**src/rtl/bsdp_pkg.sv**
```systemverilog
// shared types, constants and helpers for the beam sensor position decoder
`default_nettype none

package bsdp_pkg;

	// timer width and saturation value
	localparam int TIMER_BITS = 16;
	localparam logic [TIMER_BITS-1:0] TIMER_MAX = {TIMER_BITS{1'b1}};

	// width used when a timer is compared with a 16 bit setting
	localparam int CFG_BITS = 16;
	localparam int CMP_BITS = (TIMER_BITS > CFG_BITS) ? TIMER_BITS : CFG_BITS;

	localparam int SENSORS = 3;

	// configuration register indexes
	typedef enum logic [1:0] {
		CFG_DEBOUNCE   = 2'd0,
		CFG_POLL       = 2'd1,
		CFG_BOOT_BLANK = 2'd2,
		CFG_ACTIVE_LOW = 2'd3
	} cfg_idx_t;

	// decoded position codes
	typedef enum logic [2:0] {
		POS_NONE     = 3'd0,
		POS_FLOOR1   = 3'd1,
		POS_FLOOR2   = 3'd2,
		POS_FLOOR3   = 3'd3,
		POS_BETWEEN12 = 3'd4,
		POS_BETWEEN23 = 3'd5,
		POS_ERROR    = 3'd6
	} pos_t;

	// current configuration
	typedef struct packed {
		logic [CFG_BITS-1:0] debounce_ms;
		logic [CFG_BITS-1:0] poll_period_ms;
		logic [CFG_BITS-1:0] boot_blank_ms;
		logic                active_low;
	} cfg_t;

	// per-tick result from the tracker
	typedef struct packed {
		logic               changed;
		logic [SENSORS-1:0] bits;
	} res_t;

	// saturating timer increment
	function automatic logic [TIMER_BITS-1:0] timer_inc(input logic [TIMER_BITS-1:0] t);
		return (t == TIMER_MAX) ? t : t + TIMER_BITS'(1);
	endfunction

	// timer >= setting, both zero extended
	function automatic logic timer_ge(input logic [TIMER_BITS-1:0] t,
		input logic [CFG_BITS-1:0] lim);
		return CMP_BITS'(t) >= CMP_BITS'(lim);
	endfunction

endpackage

`default_nettype wire

```
**src/rtl/bsdp_cfg.sv**
```systemverilog
// configuration registers of the beam sensor position decoder
`default_nettype none

module bsdp_cfg (
	input  wire logic               clk,
	input  wire logic               arst_n,
	input  wire logic               cfg_valid,
	output logic                    cfg_ready,
	input  wire logic [1:0]         cfg_index,
	input  wire logic [15:0]        cfg_data,
	output bsdp_pkg::cfg_t          cfg
);

	bsdp_pkg::cfg_t cfg_q;

	assign cfg_ready = 1'b1;
	assign cfg      = cfg_q;

	// register write on each configuration transaction
	always_ff @(posedge clk or negedge arst_n) begin
		if (!arst_n) begin
			cfg_q.debounce_ms    <= 16'd30;
			cfg_q.poll_period_ms <= 16'd50;
			cfg_q.boot_blank_ms  <= 16'd200;
			cfg_q.active_low     <= 1'b1;
		end else if (cfg_valid && cfg_ready) begin
			unique case (bsdp_pkg::cfg_idx_t'(cfg_index))
				bsdp_pkg::CFG_DEBOUNCE:   cfg_q.debounce_ms    <= cfg_data;
				bsdp_pkg::CFG_POLL:       cfg_q.poll_period_ms <= cfg_data;
				bsdp_pkg::CFG_BOOT_BLANK: cfg_q.boot_blank_ms  <= cfg_data;
				bsdp_pkg::CFG_ACTIVE_LOW: cfg_q.active_low     <= cfg_data[0];
				default: ;
			endcase
		end
	end

endmodule

`default_nettype wire

```
**src/rtl/bsdp_track.sv**
```systemverilog
// debounce, boot blanking and poll timers with the stored sensor bits
`default_nettype none

module bsdp_track (
	input  wire logic                             clk,
	input  wire logic                             arst_n,
	input  wire bsdp_pkg::cfg_t                   cfg,
	input  wire logic                             accept,
	input  wire logic [bsdp_pkg::SENSORS-1:0]     pin_levels,
	input  wire logic                             edge_seen,
	output bsdp_pkg::res_t                        res
);

	logic [bsdp_pkg::SENSORS-1:0]    stored_q;
	logic                            started_q;
	logic                            pending_q;
	logic [bsdp_pkg::TIMER_BITS-1:0] since_edge_q;
	logic [bsdp_pkg::TIMER_BITS-1:0] since_poll_q;
	logic [bsdp_pkg::TIMER_BITS-1:0] since_reset_q;

	logic [bsdp_pkg::SENSORS-1:0]    stored_d;
	logic                            pending_d;
	logic [bsdp_pkg::TIMER_BITS-1:0] since_edge_d;
	logic [bsdp_pkg::TIMER_BITS-1:0] since_poll_d;
	logic [bsdp_pkg::TIMER_BITS-1:0] since_reset_d;
	logic [bsdp_pkg::SENSORS-1:0]    sensed;
	logic                            waiting;
	logic                            poll_due;
	logic                            take;
	logic                            changed;

	assign sensed = cfg.active_low ? ~pin_levels : pin_levels;

	// next state for one tick
	always_comb begin
		stored_d      = stored_q;
		pending_d     = pending_q;
		since_edge_d  = since_edge_q;
		since_poll_d  = since_poll_q;
		since_reset_d = since_reset_q;
		waiting       = 1'b0;
		poll_due      = 1'b0;
		take          = 1'b0;
		changed       = 1'b0;
		if (!started_q) begin
			// first tick loads the snapshot quietly
			stored_d      = sensed;
			pending_d     = 1'b0;
			since_edge_d  = '0;
			since_poll_d  = '0;
			since_reset_d = '0;
		end else begin
			since_reset_d = bsdp_pkg::timer_inc(since_reset_q);
			since_edge_d  = bsdp_pkg::timer_inc(since_edge_q);
			since_poll_d  = bsdp_pkg::timer_inc(since_poll_q);
			// edge outside boot blanking arms a snapshot
			if (edge_seen && bsdp_pkg::timer_ge(since_reset_d, cfg.boot_blank_ms)) begin
				pending_d    = 1'b1;
				since_edge_d = '0;
			end
			waiting  = pending_d && !bsdp_pkg::timer_ge(since_edge_d, cfg.debounce_ms);
			poll_due = !waiting && bsdp_pkg::timer_ge(since_poll_d, cfg.poll_period_ms);
			take     = (pending_d && !waiting) || poll_due;
			if (pending_d && !waiting) begin
				pending_d = 1'b0;
			end
			if (poll_due) begin
				since_poll_d = '0;
			end
			// both samples see the same pins, so one compare covers them
			if (take && (sensed != stored_q)) begin
				stored_d = sensed;
				changed  = 1'b1;
			end
		end
	end

	assign res.changed = changed;
	assign res.bits    = stored_d;

	// state update on each accepted tick
	always_ff @(posedge clk or negedge arst_n) begin
		if (!arst_n) begin
			stored_q      <= '0;
			started_q     <= 1'b0;
			pending_q     <= 1'b0;
			since_edge_q  <= '0;
			since_poll_q  <= '0;
			since_reset_q <= '0;
		end else if (accept) begin
			stored_q      <= stored_d;
			started_q     <= 1'b1;
			pending_q     <= pending_d;
			since_edge_q  <= since_edge_d;
			since_poll_q  <= since_poll_d;
			since_reset_q <= since_reset_d;
		end
	end

	// a reported change really moves the stored bits
	a_change_moves: assert property (@(posedge clk) disable iff (!arst_n)
		(accept && res.changed) |=> (stored_q != $past(stored_q)))
		else $error("changed raised without new stored bits");

	// after the first tick the stored bits move only with a reported change
	a_quiet_holds: assert property (@(posedge clk) disable iff (!arst_n)
		(accept && started_q && !res.changed) |=> (stored_q == $past(stored_q)))
		else $error("stored bits moved without changed");

	// the first tick never reports a change and clears the reset and poll timers
	a_first_tick: assert property (@(posedge clk) disable iff (!arst_n)
		(accept && !started_q) |-> !res.changed ##1
		(started_q && !pending_q && since_reset_q == '0 && since_poll_q == '0))
		else $error("first tick handled wrong");

endmodule

`default_nettype wire

```
**src/rtl/bsdp_decode.sv**
```systemverilog
// position decode of the three detected bits
`default_nettype none

module bsdp_decode (
	input  wire logic [bsdp_pkg::SENSORS-1:0] bits,
	output bsdp_pkg::pos_t                    code
);

	// single bit gives its floor, adjacent pairs give between codes
	always_comb begin
		unique case (bits)
			3'b000:  code = bsdp_pkg::POS_NONE;
			3'b001:  code = bsdp_pkg::POS_FLOOR1;
			3'b010:  code = bsdp_pkg::POS_FLOOR2;
			3'b100:  code = bsdp_pkg::POS_FLOOR3;
			3'b011:  code = bsdp_pkg::POS_BETWEEN12;
			3'b110:  code = bsdp_pkg::POS_BETWEEN23;
			default: code = bsdp_pkg::POS_ERROR;
		endcase
	end

endmodule

`default_nettype wire

```
**src/rtl/beam_sensor_debounce_position_decode_core.sv**
```systemverilog
// top level of the debounced three-sensor beam position decoder
// an accepted tick's result is captured in the output register in the cycle after its acceptance
// throughput: one tick per cycle while the output register is not stalled; the state
// update and decode sit between the tracker state registers and the output register
// s_tready is high whenever the output register is empty or is taken this cycle
// reset: asynchronous active low, clears the state and the output valid, loads config defaults
`default_nettype none

module beam_sensor_debounce_position_decode_core (
	input  wire logic        clk,
	input  wire logic        arst_n,
	input  wire logic        s_tvalid,
	output logic             s_tready,
	input  wire logic [7:0]  s_tdata,   // [2:0] pin_levels, [3] edge_seen, [7:4] zero
	output logic             m_tvalid,
	input  wire logic        m_tready,
	output logic [7:0]       m_tdata,   // [0] changed, [3:1] detected_bits, [6:4] position_code, [7] zero
	input  wire logic        cfg_valid,
	output logic             cfg_ready,
	input  wire logic [1:0]  cfg_index,
	input  wire logic [15:0] cfg_data
);

	bsdp_pkg::cfg_t  cfg;
	bsdp_pkg::res_t  res;
	bsdp_pkg::pos_t  code;
	logic            accept;
	logic            out_valid_q;
	logic [7:0]      out_data_q;

	assign s_tready = !out_valid_q || m_tready;
	assign accept   = s_tvalid && s_tready;

	bsdp_cfg u_cfg (
		.clk       (clk),
		.arst_n    (arst_n),
		.cfg_valid (cfg_valid),
		.cfg_ready (cfg_ready),
		.cfg_index (cfg_index),
		.cfg_data  (cfg_data),
		.cfg       (cfg)
	);

	bsdp_track u_track (
		.clk        (clk),
		.arst_n     (arst_n),
		.cfg        (cfg),
		.accept     (accept),
		.pin_levels (s_tdata[2:0]),
		.edge_seen  (s_tdata[3]),
		.res        (res)
	);

	bsdp_decode u_decode (
		.bits (res.bits),
		.code (code)
	);

	// output register valid
	always_ff @(posedge clk or negedge arst_n) begin
		if (!arst_n) begin
			out_valid_q <= 1'b0;
		end else if (accept) begin
			out_valid_q <= 1'b1;
		end else if (m_tready) begin
			out_valid_q <= 1'b0;
		end
	end

	// output register payload
	always_ff @(posedge clk) begin
		if (accept) begin
			out_data_q <= {1'b0, code, res.bits, res.changed};
		end
	end

	assign m_tvalid = out_valid_q;
	assign m_tdata  = out_data_q;

endmodule

`default_nettype wire
```
**config.mk**
```make
export PLATFORM = sky130hd
export DESIGN_NAME = beam_sensor_debounce_position_decode_core
export DESIGN_NICKNAME = d
export VERILOG_FILES = /design/src/rtl/bsdp_pkg.sv /design/src/rtl/bsdp_cfg.sv /design/src/rtl/bsdp_track.sv /design/src/rtl/bsdp_decode.sv /design/src/rtl/beam_sensor_debounce_position_decode_core.sv
export SDC_FILE = /design/constraint.sdc
export NUM_CORES = 1
export LEC_CHECK = 0
export BUFFER_PORTS_ARGS = -buffer_cell sky130_fd_sc_hd__buf_2
export CAP_MARGIN = 25
export CORE_ASPECT_RATIO = 1.5
export CORE_MARGIN = 2
export CORE_UTILIZATION = 50
export DETAILED_ROUTE_END_ITERATION = 10
export PLACE_DENSITY = 0.73
export SETUP_SLACK_MARGIN = 0.4
export SKIP_LAST_GASP = 1
export SLEW_MARGIN = 10
export SYNTH_ARGS = -nofsm -noshare
export SYNTH_HDL_FRONTEND = slang
export SYNTH_SLANG_ARGS = --single-unit
```
**constraint.sdc**
```tcl
create_clock -name clk -period 7.2 [get_ports clk]
set_input_delay 1.08 -clock clk [delete_from_list [all_inputs] [get_ports clk]]
set_output_delay 1.08 -clock clk [all_outputs]
set_load 0.01 [all_outputs]
```
==> summary.md, run 1 <==
| Metric | Value |
|---|---|
| Starting Density | `0.508` |
| Area leader, netlist | `dfrtp_1` |
| Delay-heaviest family, CP | `simple AND/OR/NAND/NOR gates` |
| Postcts setup bufs | `0` |
| RSZ-0062 raised after global routing | `no` |
| Sequential fraction of the synthesis area | `0.428` |
| Global-route wire length before repair | `between 20 and 25 mm` |
| Largest net degree at the start of global routing | `65` |
| Worst R2R End | `m_tdata[6]$_DFFE_PP_` |
| NumNets Final | `781` |
| Num ports | `42` |
| Int Power | `approximately 1.3 mW` |
| Die Width | `just under 100 µm` |
| WHS | `0.506 ns` |
| Vias in the first global route | `4983` |
| Pleak | `3.36 nW` |
| Reg2reg start | `u_track.since_reset_q[0]$_DFFE_PN0P_` |
| Final setup violation count | `0` |
| Crit Path Max Fanout | `11` |
| Critical Path, Cell by Cell | `ha_1, nand3_1, nor4_1, nand4_1, or2_1, nand2_1, nor3_1, xnor2_1, ha_1, nand2_1, nor3_2, nand2_1, a31oi_2, nand2b_1, ha_1, or3b_1, o2111ai_1, a31oi_1, o21ai_0, o211a_2, o21ai_2, mux2_4, maj3_2` |
| Sw frac | `0.335` |
| Crit path DAT | `slightly above 6 ns` |
| WL/cell | `around 17 µm` |
| Worst Path Class, Setup | `reg -> reg` |
| Via/cell ratio | `between 5 and 6` |
| # DRC | `0` |
| Most frequent cells in the layout | `dfrtp_1, nand2_1, inv_1` |
| CP startpoint | `u_track.since_reset_q[0]$_DFFE_PN0P_` |
| Register Area | `0.00280 mm²` |
| Worst endpoint required time | `between 7 and 8 ns` |
| Pwr/cell area | `about 270 mW/mm²` |
| Hold wc startpoint | `u_cfg.cfg[10]$_DFFE_PN0P_` |
| Worst Max-Slew Pin Slew | `~0.86 ns` |
| Syn nets | `753` |
| Worst path max stage delay | `0.56 ns` |
| Clk_lat worst skew | `0.35 ns` |
| Mapped Area | `around 0.0065 mm²` |
| Port Buf Inserts | `35` |
| Worst VDD drop | `0.136 mV` |
| Clk pin slew, worst setup/hold paths | `roughly 0.07 ns` |
| Yosys reg bits | `110` |
| Switch Pwr | `about 0.64 mW` |
| Area Growth Syn to Fin | `9.17%` |
| Overall routing resource usage | `0.215` |
| Buf/Inv on CP | `0` |
| Setup tns final | `0 ns` |
| Worst slack at placement | `between 1 and 1.5 ns` |
| Status | `finished clean` |
| Slowest stage cell, crit path | `a31oi_2` |
| Clock power frac | `0.250` |
| H-tree Lvls | `3` |
| Share of power burned in registers | `0.449` |
| Post-Route Skew | `approximately 0.0084 ns` |
| Die area | `roughly 0.014 mm²` |
| Routed vias | `slightly below 5000` |
| Final Max Slew Viols | `0` |
| Share of cells above drive strength 1 | `0.170` |
| First-pass detailed-route iteration total | `5` |
| Post-synthesis cell count | `between 600 and 700` |
| Initial antenna violation count | `0` |
| Flop2flop setup slack | `~1.2 ns` |
| Most used DFF post-synth | `dfrtp_1` |
| Fill count | `1150` |
| Fin. Hold Viols | `0` |
| Total Power | `slightly below 2 mW` |
| GP Congestion | `around 0.87` |
| CORE AREA | `0.0129 mm²` |
| Async set or reset register ratio after synthesis | `0.936` |
| CTS Hold Bufs | `0` |
| Final setup margin | `~1.2 ns` |
| Cts repair resizes | `0` |
| Total Wirelength | `14.5 mm` |
| Count of warnings emitted by yosys | `0` |
| EDFF count, synth | `7` |
| Dominant cells by area after synthesis | `dfrtp_1, ha_1, mux2_2` |
| Congestion Overflow GR | `0` |
| Normalized max-slew margin | `0.427` |
| DR iter-0 viols | `around 230` |
| Most common cell after layout, fill and taps aside | `dfrtp_1` |
| CTS tree | `done` |
| TritonCTS Sinks | `110` |
| Endpoint, Worst Hold | `u_cfg.cfg[10]$_DFFE_PN0P_` |
| Combinational power share | `0.301` |
| Top cell type's share of synthesized area | `0.352` |
| Max clock buf depth | `2` |
| Max_cap viols | `0` |
| CP startpoint kind | `flop` |
| Cell variety after synth | `59` |
| Row Count | `approximately 50` |
| CTS Buf Count | `9` |
| Crit path time final | `about 6 ns` |
| Crit path capture type | `flop` |
| Fmax | `between 0.15 and 0.2 GHz` |
| Worst-case reg-to-reg path depth | `23` |
| # diodes | `0` |
| Multi-input logic area | `roughly 0.0034 mm²` |
| Final ANT Viol Nets | `0` |
| WHS Path Cells | `1` |
| Syn Area/Cell | `9.76 µm²` |
| Clk root buf | `clkbuf_16` |
| Hold crit path type | `reg -> reg` |
| DP HPWL | `10.8 mm` |
| DIE HEIGHT | `between 100 and 150 µm` |
| Final period utilization | `0.834` |
[worst max-delay path by stage]
stage,end,slack (ns),cells after the start
detailed placement,m_tdata[6]$_DFFE_PP_,1.24,23
global placement,m_tdata[6]$_DFFE_PP_,1.31,23
global route,m_tdata[6]$_DFFE_PP_,0.75,24
floorplan,m_tdata[6]$_DFFE_PP_,2.05,25
CTS,m_tdata[6]$_DFFE_PP_,1.21,23
finish,m_tdata[6]$_DFFE_PP_,1.19,23
[power by group through the flow]
stage	combinational (mW)	clock, mW	sequential (mW)
3_3_place_gp	0.542	0	0.864
5_1_grt	0.655	0.511	0.883
2_1_floorplan	0.438	0	0.847
3_5_place_dp	0.579	0	0.873
6_report	0.579	0.480	0.863
4_1_cts	0.583	0.491	0.862
[stage by stage]
step                 util  instance area, µm²  instances
finish              0.554                7150        863
global route        0.554                7150        863
CTS                 0.554                7150        863
detailed placement  0.533                6870        847
global placement    0.533                6870        847
floorplan               -                6550        671
[kinds of logic after synthesis]
logic type	count (synthesis)	synth area share
simple gates	210	0.158
compound gates	139	0.141
flops	110	0.428
buf+inv	79	0.0485
fa+ha+maj	52	0.0992
mux	41	0.0730
xor+xnor	38	0.0508
other cells	2	0.00115
[routing by layer]
layer / wire length, µm / global-route usage
met2: 7810 / 0.399
met3: 344 / 0.0300
met4: 387 / 0.0914
met5: 0 / 0
met1: 5980 / 0.247
[synthesized netlist by cell type, drive strengths merged, types with 13 or more instances]
cell    number
dfrtp       92
nand2       91
inv         55
ha          51
o21ai       41
mux2        38
nor2        32
a21oi       31
a22o        31
xnor2       25
nand3       22
nand4       19
clkbuf      16
xor2        13
[registers in the layout, summed over array words and instances (netlist names)]
register,count
u_track.since_poll_q,16
u_cfg.cfg,49
m_tdata,7
u_track.stored_q,3
u_track.since_reset_q,16
u_track.pending_q,1
u_track.started_q,1
u_track.since_edge_q,16
m_tvalid,1
[cell type report]
type,instances,share of cell area
repair buffers,41,0.0312
multi-input cells,482,0.481
flip-flops and latches,110,0.392
well taps,159,0.0278
inverters,55,0.0289
clock inverters,3,0.00263
clock buffers,13,0.0364
Note: power is estimated with default switching activity, not from simulation.
==> run 2, diff against run 1 <==
PLACE_DENSITY = 0.75   (was 0.73)
clock period = 5.21 ns   (was 7.2 ns; I/O delays follow)
==> run 2 against run 1 <==
- the run now ends with setup timing left
- sequential power increased by 39%
- fmax up 13%
- count of clock-buffer cells in the layout shrank 1
- combinational power is 78% higher
- via count rose by 8.2%
- critical path type unchanged
- largest cell class unchanged
- largest power group unchanged
==> summary.md, run 2 (synthesis results as in run 1) <==
| Metric | Value |
|---|---|
| Share of power burned in registers | `0.407` |
| Failing checks | `setup timing` |
| Int Power | `just under 2 mW` |
| Clk root buf | `clkbuf_16` |
| DIE HEIGHT | `around 140 µm` |
| Share of cells above drive strength 1 | `0.286` |
| Worst Path Class, Setup | `reg -> reg` |
| Worst R2R End | `m_tdata[6]$_DFFE_PP_` |
| Final ANT Viol Nets | `0` |
| Max_cap viols | `0` |
| Die area | `between 0.01 and 0.015 mm²` |
| CTS Buf Count | `9` |
| Die Width | `97.4 µm` |
| TritonCTS Sinks | `110` |
| Final setup margin | `-0.0892 ns` |
| Max reg flops | `a little under 50` |
| H-tree Lvls | `3` |
| Worst endpoint required time | `roughly 5.3 ns` |
| Switch Pwr | `between 1 and 1.5 mW` |
| Area Growth Syn to Fin | `20.9%` |
| Total Power | `a little under 3 mW` |
| NumNets Final | `824` |
| CTS tree | `done` |
| Pleak | `3.65 nW` |
| Row Count | `51` |
| Pwr/cell area | `372 mW/mm²` |
| Critical path endpoint | `m_tdata[6]$_DFFE_PP_` |
| Final Max Slew Viols | `0` |
| Post-Route Skew | `between 0.009 and 0.01 ns` |
| Post-Layout Cell Count | `a little over 900` |
| Vias in the first global route | `roughly 5600` |
| Congestion Overflow GR | `0` |
| Crit path DAT | `around 5.4 ns` |
| Clk_lat worst skew | `0.35 ns` |
| Largest net degree at the start of global routing | `71` |
| Crit path capture type | `flop` |
| Max clock buf depth | `2` |
| Initial antenna violation count | `0` |
| Hold crit path type | `in -> async` |
| Normalized max-slew margin | `0.267` |
| Crit path time final | `roughly 5.3 ns` |
| # diodes | `0` |
| WL/cell | `approximately 18 µm` |
| Clk pin slew, worst setup/hold paths | `approximately 0.080 ns` |
| Reg2reg start | `u_track.since_reset_q[1]$_DFFE_PN0P_` |
| CORE AREA | `about 0.013 mm²` |
| First-pass detailed-route iteration total | `5` |
| DR iter-0 viols | `~410` |
| Clock power frac | `0.241` |
| Global-route wire length before repair | `approximately 27 mm` |
| GP Congestion | `approximately 0.94` |
| Combinational power share | `0.351` |
| Total Wirelength | `16.3 mm` |
| Final period utilization | `1.02` |
| Post-Place Cells | `approximately 900` |
| Fill count | `around 1000` |
| RSZ-0062 raised after global routing | `yes` |
| Starting Density | `0.508` |
| Via/cell ratio | `roughly 5.9` |
| Routed vias | `~5400` |
| CP startpoint kind | `flop` |
| Final setup violation count | `3` |
| Overall routing resource usage | `0.236` |
| DP HPWL | `~11 mm` |
| Num ports | `42` |
| Most frequent cells in the layout | `dfrtp_1, nand2_1, inv_1` |
| Worst VDD drop | `around 0.22 mV` |
| Worst Max-Slew Pin Slew | `1.10 ns` |
| Sw frac | `0.343` |
| Port Buf Inserts | `35` |
| Fmax | `0.189 GHz` |
| # DRC | `0` |
| Flop2flop setup slack | `-0.09 ns` |
| Crit Path Max Fanout | `5` |
| Fin. Hold Viols | `0` |
| CP startpoint | `u_track.since_reset_q[1]$_DFFE_PN0P_` |
| Most common cell after layout, fill and taps aside | `dfrtp_1` |
| Status | `finished, violations left` |
| Worst-case reg-to-reg path depth | `24` |
run 2: cell types whose count changed in the layout (fill, tap and decap cells not counted), sizes merged:
cell | previous run | this run
clkinv | 2 | 1
buf | 41 | 84
bufinv | 0 | 1
clkinvlp | 0 | 1
clkbuf | 13 | 12
run 2: critical path, stage by stage (launching register included):
cell and delay, ns:
dfrtp_1 0.39, buf_4 0.12, buf_4 0.11, nand4_1 0.22, nor2_2 0.19, and3_4 0.21
and3_4 0.19, nand3_2 0.07, o21a_1 0.15, ha_4 0.30, nand4_4 0.13, nor3_4 0.33
o311ai_4 0.18, a31oi_4 0.21, buf_6 0.16, nand2b_4 0.14, ha_4 0.19, or3b_1 0.35
o2111ai_2 0.08, a31oi_2 0.13, o21ai_2 0.20, o211a_4 0.23, o21ai_4 0.09, mux2_4 0.36
maj3_2 0.30
run 2: metrics by stage:
stage	hold slack [ns]	utilization	cell area [µm²]	setup slack, ns	TNS (ns)
2_1_floorplan	0.479	-	6590	0.401	0
3_5_place_dp	0.493	0.552	7110	-0.124	-0.293
4_1_cts	0.371	0.590	7600	0.0377	0
5_1_grt	0.391	0.614	7920	-0.245	-0.990
6_report	0.365	0.614	7920	-0.0892	-0.128
3_3_place_gp	0.488	0.552	7110	-0.0103	-0.0103
run 2: routing by layer:
metal,up-vias,wire length [µm],track usage,share of wire
met5,-,0,0,0
met4,0,773,0.139,0.047
met3,62,567,0.0401,0.035
met2,166,8830,0.434,0.54
met1,2623,6160,0.254,0.38
li1,2507,-,-,-
run 2: power by group through the flow:
stage	Combinational [mW]	Sequential (mW)	Clock (mW)
2_1_floorplan	0.615	1.17	0
3_3_place_gp	0.821	1.19	0
3_5_place_dp	0.873	1.20	0
4_1_cts	0.939	1.19	0.714
5_1_grt	1.15	1.22	0.755
6_report	1.03	1.20	0.710
run 2: cell type report:
cell class / count / area [µm²] / share of cell area
clock buffers: 12 / 246 / 0.0311
clock inverters: 4 / 55.1 / 0.00696
inverters: 55 / 206 / 0.0261
multi-input cells: 482 / 3810 / 0.481
flip-flops and latches: 110 / 2800 / 0.354
well taps: 159 / 199 / 0.0251
repair buffers: 84 / 599 / 0.0757
run 2: how the worst min path moves through the flow:
stage,slack (ns),endpoint,cells after the start
after CTS,0.37,u_cfg.cfg[17]$_DFFE_PN0P_,1
final,0.37,u_cfg.cfg[19]$_DFFE_PN0P_,1
after global routing,0.39,u_cfg.cfg[20]$_DFFE_PN0P_,1
after floorplan,0.48,u_cfg.cfg[10]$_DFFE_PN0P_,1
after global placement,0.49,u_cfg.cfg[25]$_DFFE_PN0P_,1
after detailed placement,0.49,u_cfg.cfg[25]$_DFFE_PN0P_,1
run 2: what timing repair did:
item,in CTS,in global routing
endpoints found under the setup margin,24,26
hold buffers,0,0
buffers inserted,1,14
resized for setup,34,47
pin swaps,8,44
cloned,1,0
==> run 3, diff against run 2 <==
TNS_END_PERCENT = 10   (was default)
==> run 3 against run 2 <==
- the run still ends with setup timing left
- global-route usage is 0.34 points lower
- sequential cell count stayed put
- clock skew fell by 0.00081 ns
- first-iteration DRC count rose by 21%
- clock power about the same
- core utilization fell by 0.53 points
- die area unchanged
- combinational power about the same
- final cell count down 0.66%
- highest routed layer unchanged
==> summary.md, run 3 (synthesis results as in run 1) <==
| Metric | Value |
|---|---|
| Die area | `0.0140 mm²` |
| CP startpoint kind | `flop` |
| Most frequent cells in the layout | `dfrtp_1, nand2_1, inv_1` |
| Worst VDD drop | `0.214 mV` |
| RSZ-0062 raised after global routing | `yes` |
| Final Max Slew Viols | `0` |
| WL/cell | `18.0 µm` |
| Pleak | `around 3.6 nW` |
| Largest net degree at the start of global routing | `between 70 and 80` |
| Post-Route Skew | `approximately 0.0089 ns` |
| CORE AREA | `roughly 0.013 mm²` |
| Via/cell ratio | `~5.9` |
| Initial antenna violation count | `0` |
| Global-route wire length before repair | `about 26 mm` |
| Total Wirelength | `about 16 mm` |
| Status | `finished, violations left` |
| NumNets Final | `around 820` |
| Crit path capture type | `flop` |
| Share of cells above drive strength 1 | `0.275` |
| Normalized max-slew margin | `0.293` |
| Crit Path Max Fanout | `5` |
| Fin. Hold Viols | `0` |
| Most common cell after layout, fill and taps aside | `dfrtp_1` |
| Multi-input logic area | `0.00380 mm²` |
| # DRC | `0` |
| Routed vias | `around 5300` |
| Final period utilization | `1.01` |
| Max_cap viols | `0` |
| Congestion Overflow GR | `0` |
| Slowest stage cell, crit path | `dfrtp_1` |
| CTS tree | `done` |
| Worst Path Class, Setup | `reg -> reg` |
| Crit path time final | `between 5 and 6 ns` |
| Final setup violation count | `2` |
| Final setup margin | `-0.0733 ns` |
| Register Area | `0.00280 mm²` |
| Port Buf Inserts | `35` |
| Vias in the first global route | `5524` |
| Area Growth Syn to Fin | `19.9%` |
| Worst slack at placement | `-0.124 ns` |
| DP HPWL | `approximately 11 mm` |
| Max clock buf depth | `2` |
| Worst path max stage delay | `roughly 0.4 ns` |
| Final ANT Viol Nets | `0` |
| Crit path DAT | `5.39 ns` |
| Worst Max-Slew Pin Slew | `between 1 and 1.5 ns` |
| Fmax | `approximately 0.19 GHz` |
| Buf/Inv on CP | `1` |
| Total Power | `~3 mW` |
| Setup tns final | `-0.0839 ns` |
| Clk root buf | `clkbuf_16` |
| TritonCTS Sinks | `110` |
| DR iter-0 viols | `around 490` |
| DIE HEIGHT | `about 140 µm` |
| Starting Density | `0.508` |
| Max reg flops | `between 40 and 50` |
| Clk_lat worst skew | `0.35 ns` |
| Num ports | `between 40 and 50` |
| Overall routing resource usage | `0.233` |
| H-tree Lvls | `3` |
| First-pass detailed-route iteration total | `5` |
| Hold crit path type | `in -> async` |
| Delay-heaviest family, CP | `simple AND/OR/NAND/NOR gates` |
| Failing checks | `setup timing` |
| GP Congestion | `approximately 0.94` |
| Pwr/cell area | `around 370 mW/mm²` |
| Die Width | `roughly 97 µm` |
| Worst endpoint required time | `approximately 5.3 ns` |
| CTS Buf Count | `9` |
| Critical Path, Cell by Cell | `nand3_2, nor2_4, nand4_1, nor2_2, and3_4, and3_4, nand3_1, o21a_1, ha_4, nand4_4, nor3_4, o311ai_4, a31oi_4, buf_6, nand2b_4, ha_4, or3b_1, o2111ai_2, a31oi_2, o21ai_2, o211a_4, o21ai_4, mux2_4, maj3_2` |
| Fill count | `roughly 1000` |
| Row Count | `between 50 and 60` |
| # diodes | `0` |
| Clk pin slew, worst setup/hold paths | `about 0.080 ns` |
==> run 3: changes by cell type in the layout (fill, tap and decap cells not counted), moves of 2 or more <==
cell,delta
nand2_1,+4
buf_6,-3
nand2_2,-3
ha_1,-2
xnor2_2,+2
xnor2_1,-2
o21ai_0,+2
buf_4,-2
o21ai_2,-2
==> run 3: metrics by stage <==
stage / hold slack, ns / instance area [µm²] / std cells / util
2_1_floorplan: 0.479 / 6590 / 671 / -
3_3_place_gp: 0.488 / 7110 / 874 / 0.552
3_5_place_dp: 0.493 / 7110 / 874 / 0.552
4_1_cts: 0.371 / 7560 / 892 / 0.586
5_1_grt: 0.391 / 7850 / 900 / 0.609
6_report: 0.365 / 7850 / 900 / 0.609
==> run 3: worst paths after layout <==
check                                                      from                               endpoint  slack [ns]  cells past startpoint
max                        u_track.since_reset_q[4]$_DFFE_PN0P_                   m_tdata[6]$_DFFE_PP_       -0.07                     24
min                                                      arst_n              u_cfg.cfg[19]$_DFFE_PN0P_        0.37                      1
max reg2reg                u_track.since_reset_q[4]$_DFFE_PN0P_                   m_tdata[6]$_DFFE_PP_       -0.07                     24
min reg2reg                           u_cfg.cfg[25]$_DFFE_PN0P_              u_cfg.cfg[25]$_DFFE_PN0P_        0.51                      1
max in group asynchronous                                arst_n  u_track.since_reset_q[12]$_DFFE_PN0P_        3.57                      2
min in group clk                      u_cfg.cfg[25]$_DFFE_PN0P_              u_cfg.cfg[25]$_DFFE_PN0P_        0.51                      1
==> run 3: area by class of cell <==
| class | instances | area share |
|---|---|---|
| flip-flops and latches | 110 | 0.357 |
| inverters | 55 | 0.0263 |
| repair buffers | 78 | 0.0683 |
| clock buffers | 12 | 0.0314 |
| well taps | 159 | 0.0254 |
| clock inverters | 4 | 0.00702 |
| multi-input cells | 482 | 0.485 |
==> run 3: timing repair <==
action                     CTS  global route
cloned                       1             0
setup endpoints to repair   24            26
hold buffers                 0             0
setup buffers                1             8
pin swaps                    5            37
resized for setup           25            45
==> run 3: where the power goes <==
| group | switching (mW) | total (mW) | leakage, nW | internal, mW |
|---|---|---|---|---|
| Clock | 0.319 | 0.708 | 0.143 | 0.390 |
| Combinational | 0.537 | 1.03 | 2.12 | 0.489 |
| Sequential | 0.152 | 1.20 | 1.35 | 1.05 |
==> run 3: worst reg2reg max path, delay by kind of cell, from the launching register on <==
family                     cells  cell delay (ns)
and+or+nand+nor               11             2.01
AOI/OAI and AO/OA              8             1.29
muxes                          1             0.36
adders and majority gates      3             0.80
DFF                            1             0.40
buffers and inverters          1             0.16
==> run 3: layer usage <==
| layer | track usage | share of wire |
|---|---|---|
| met1 | 0.251 | 0.38 |
| met2 | 0.428 | 0.54 |
| met3 | 0.0382 | 0.039 |
| met4 | 0.138 | 0.041 |
| met5 | 0 | 0 |
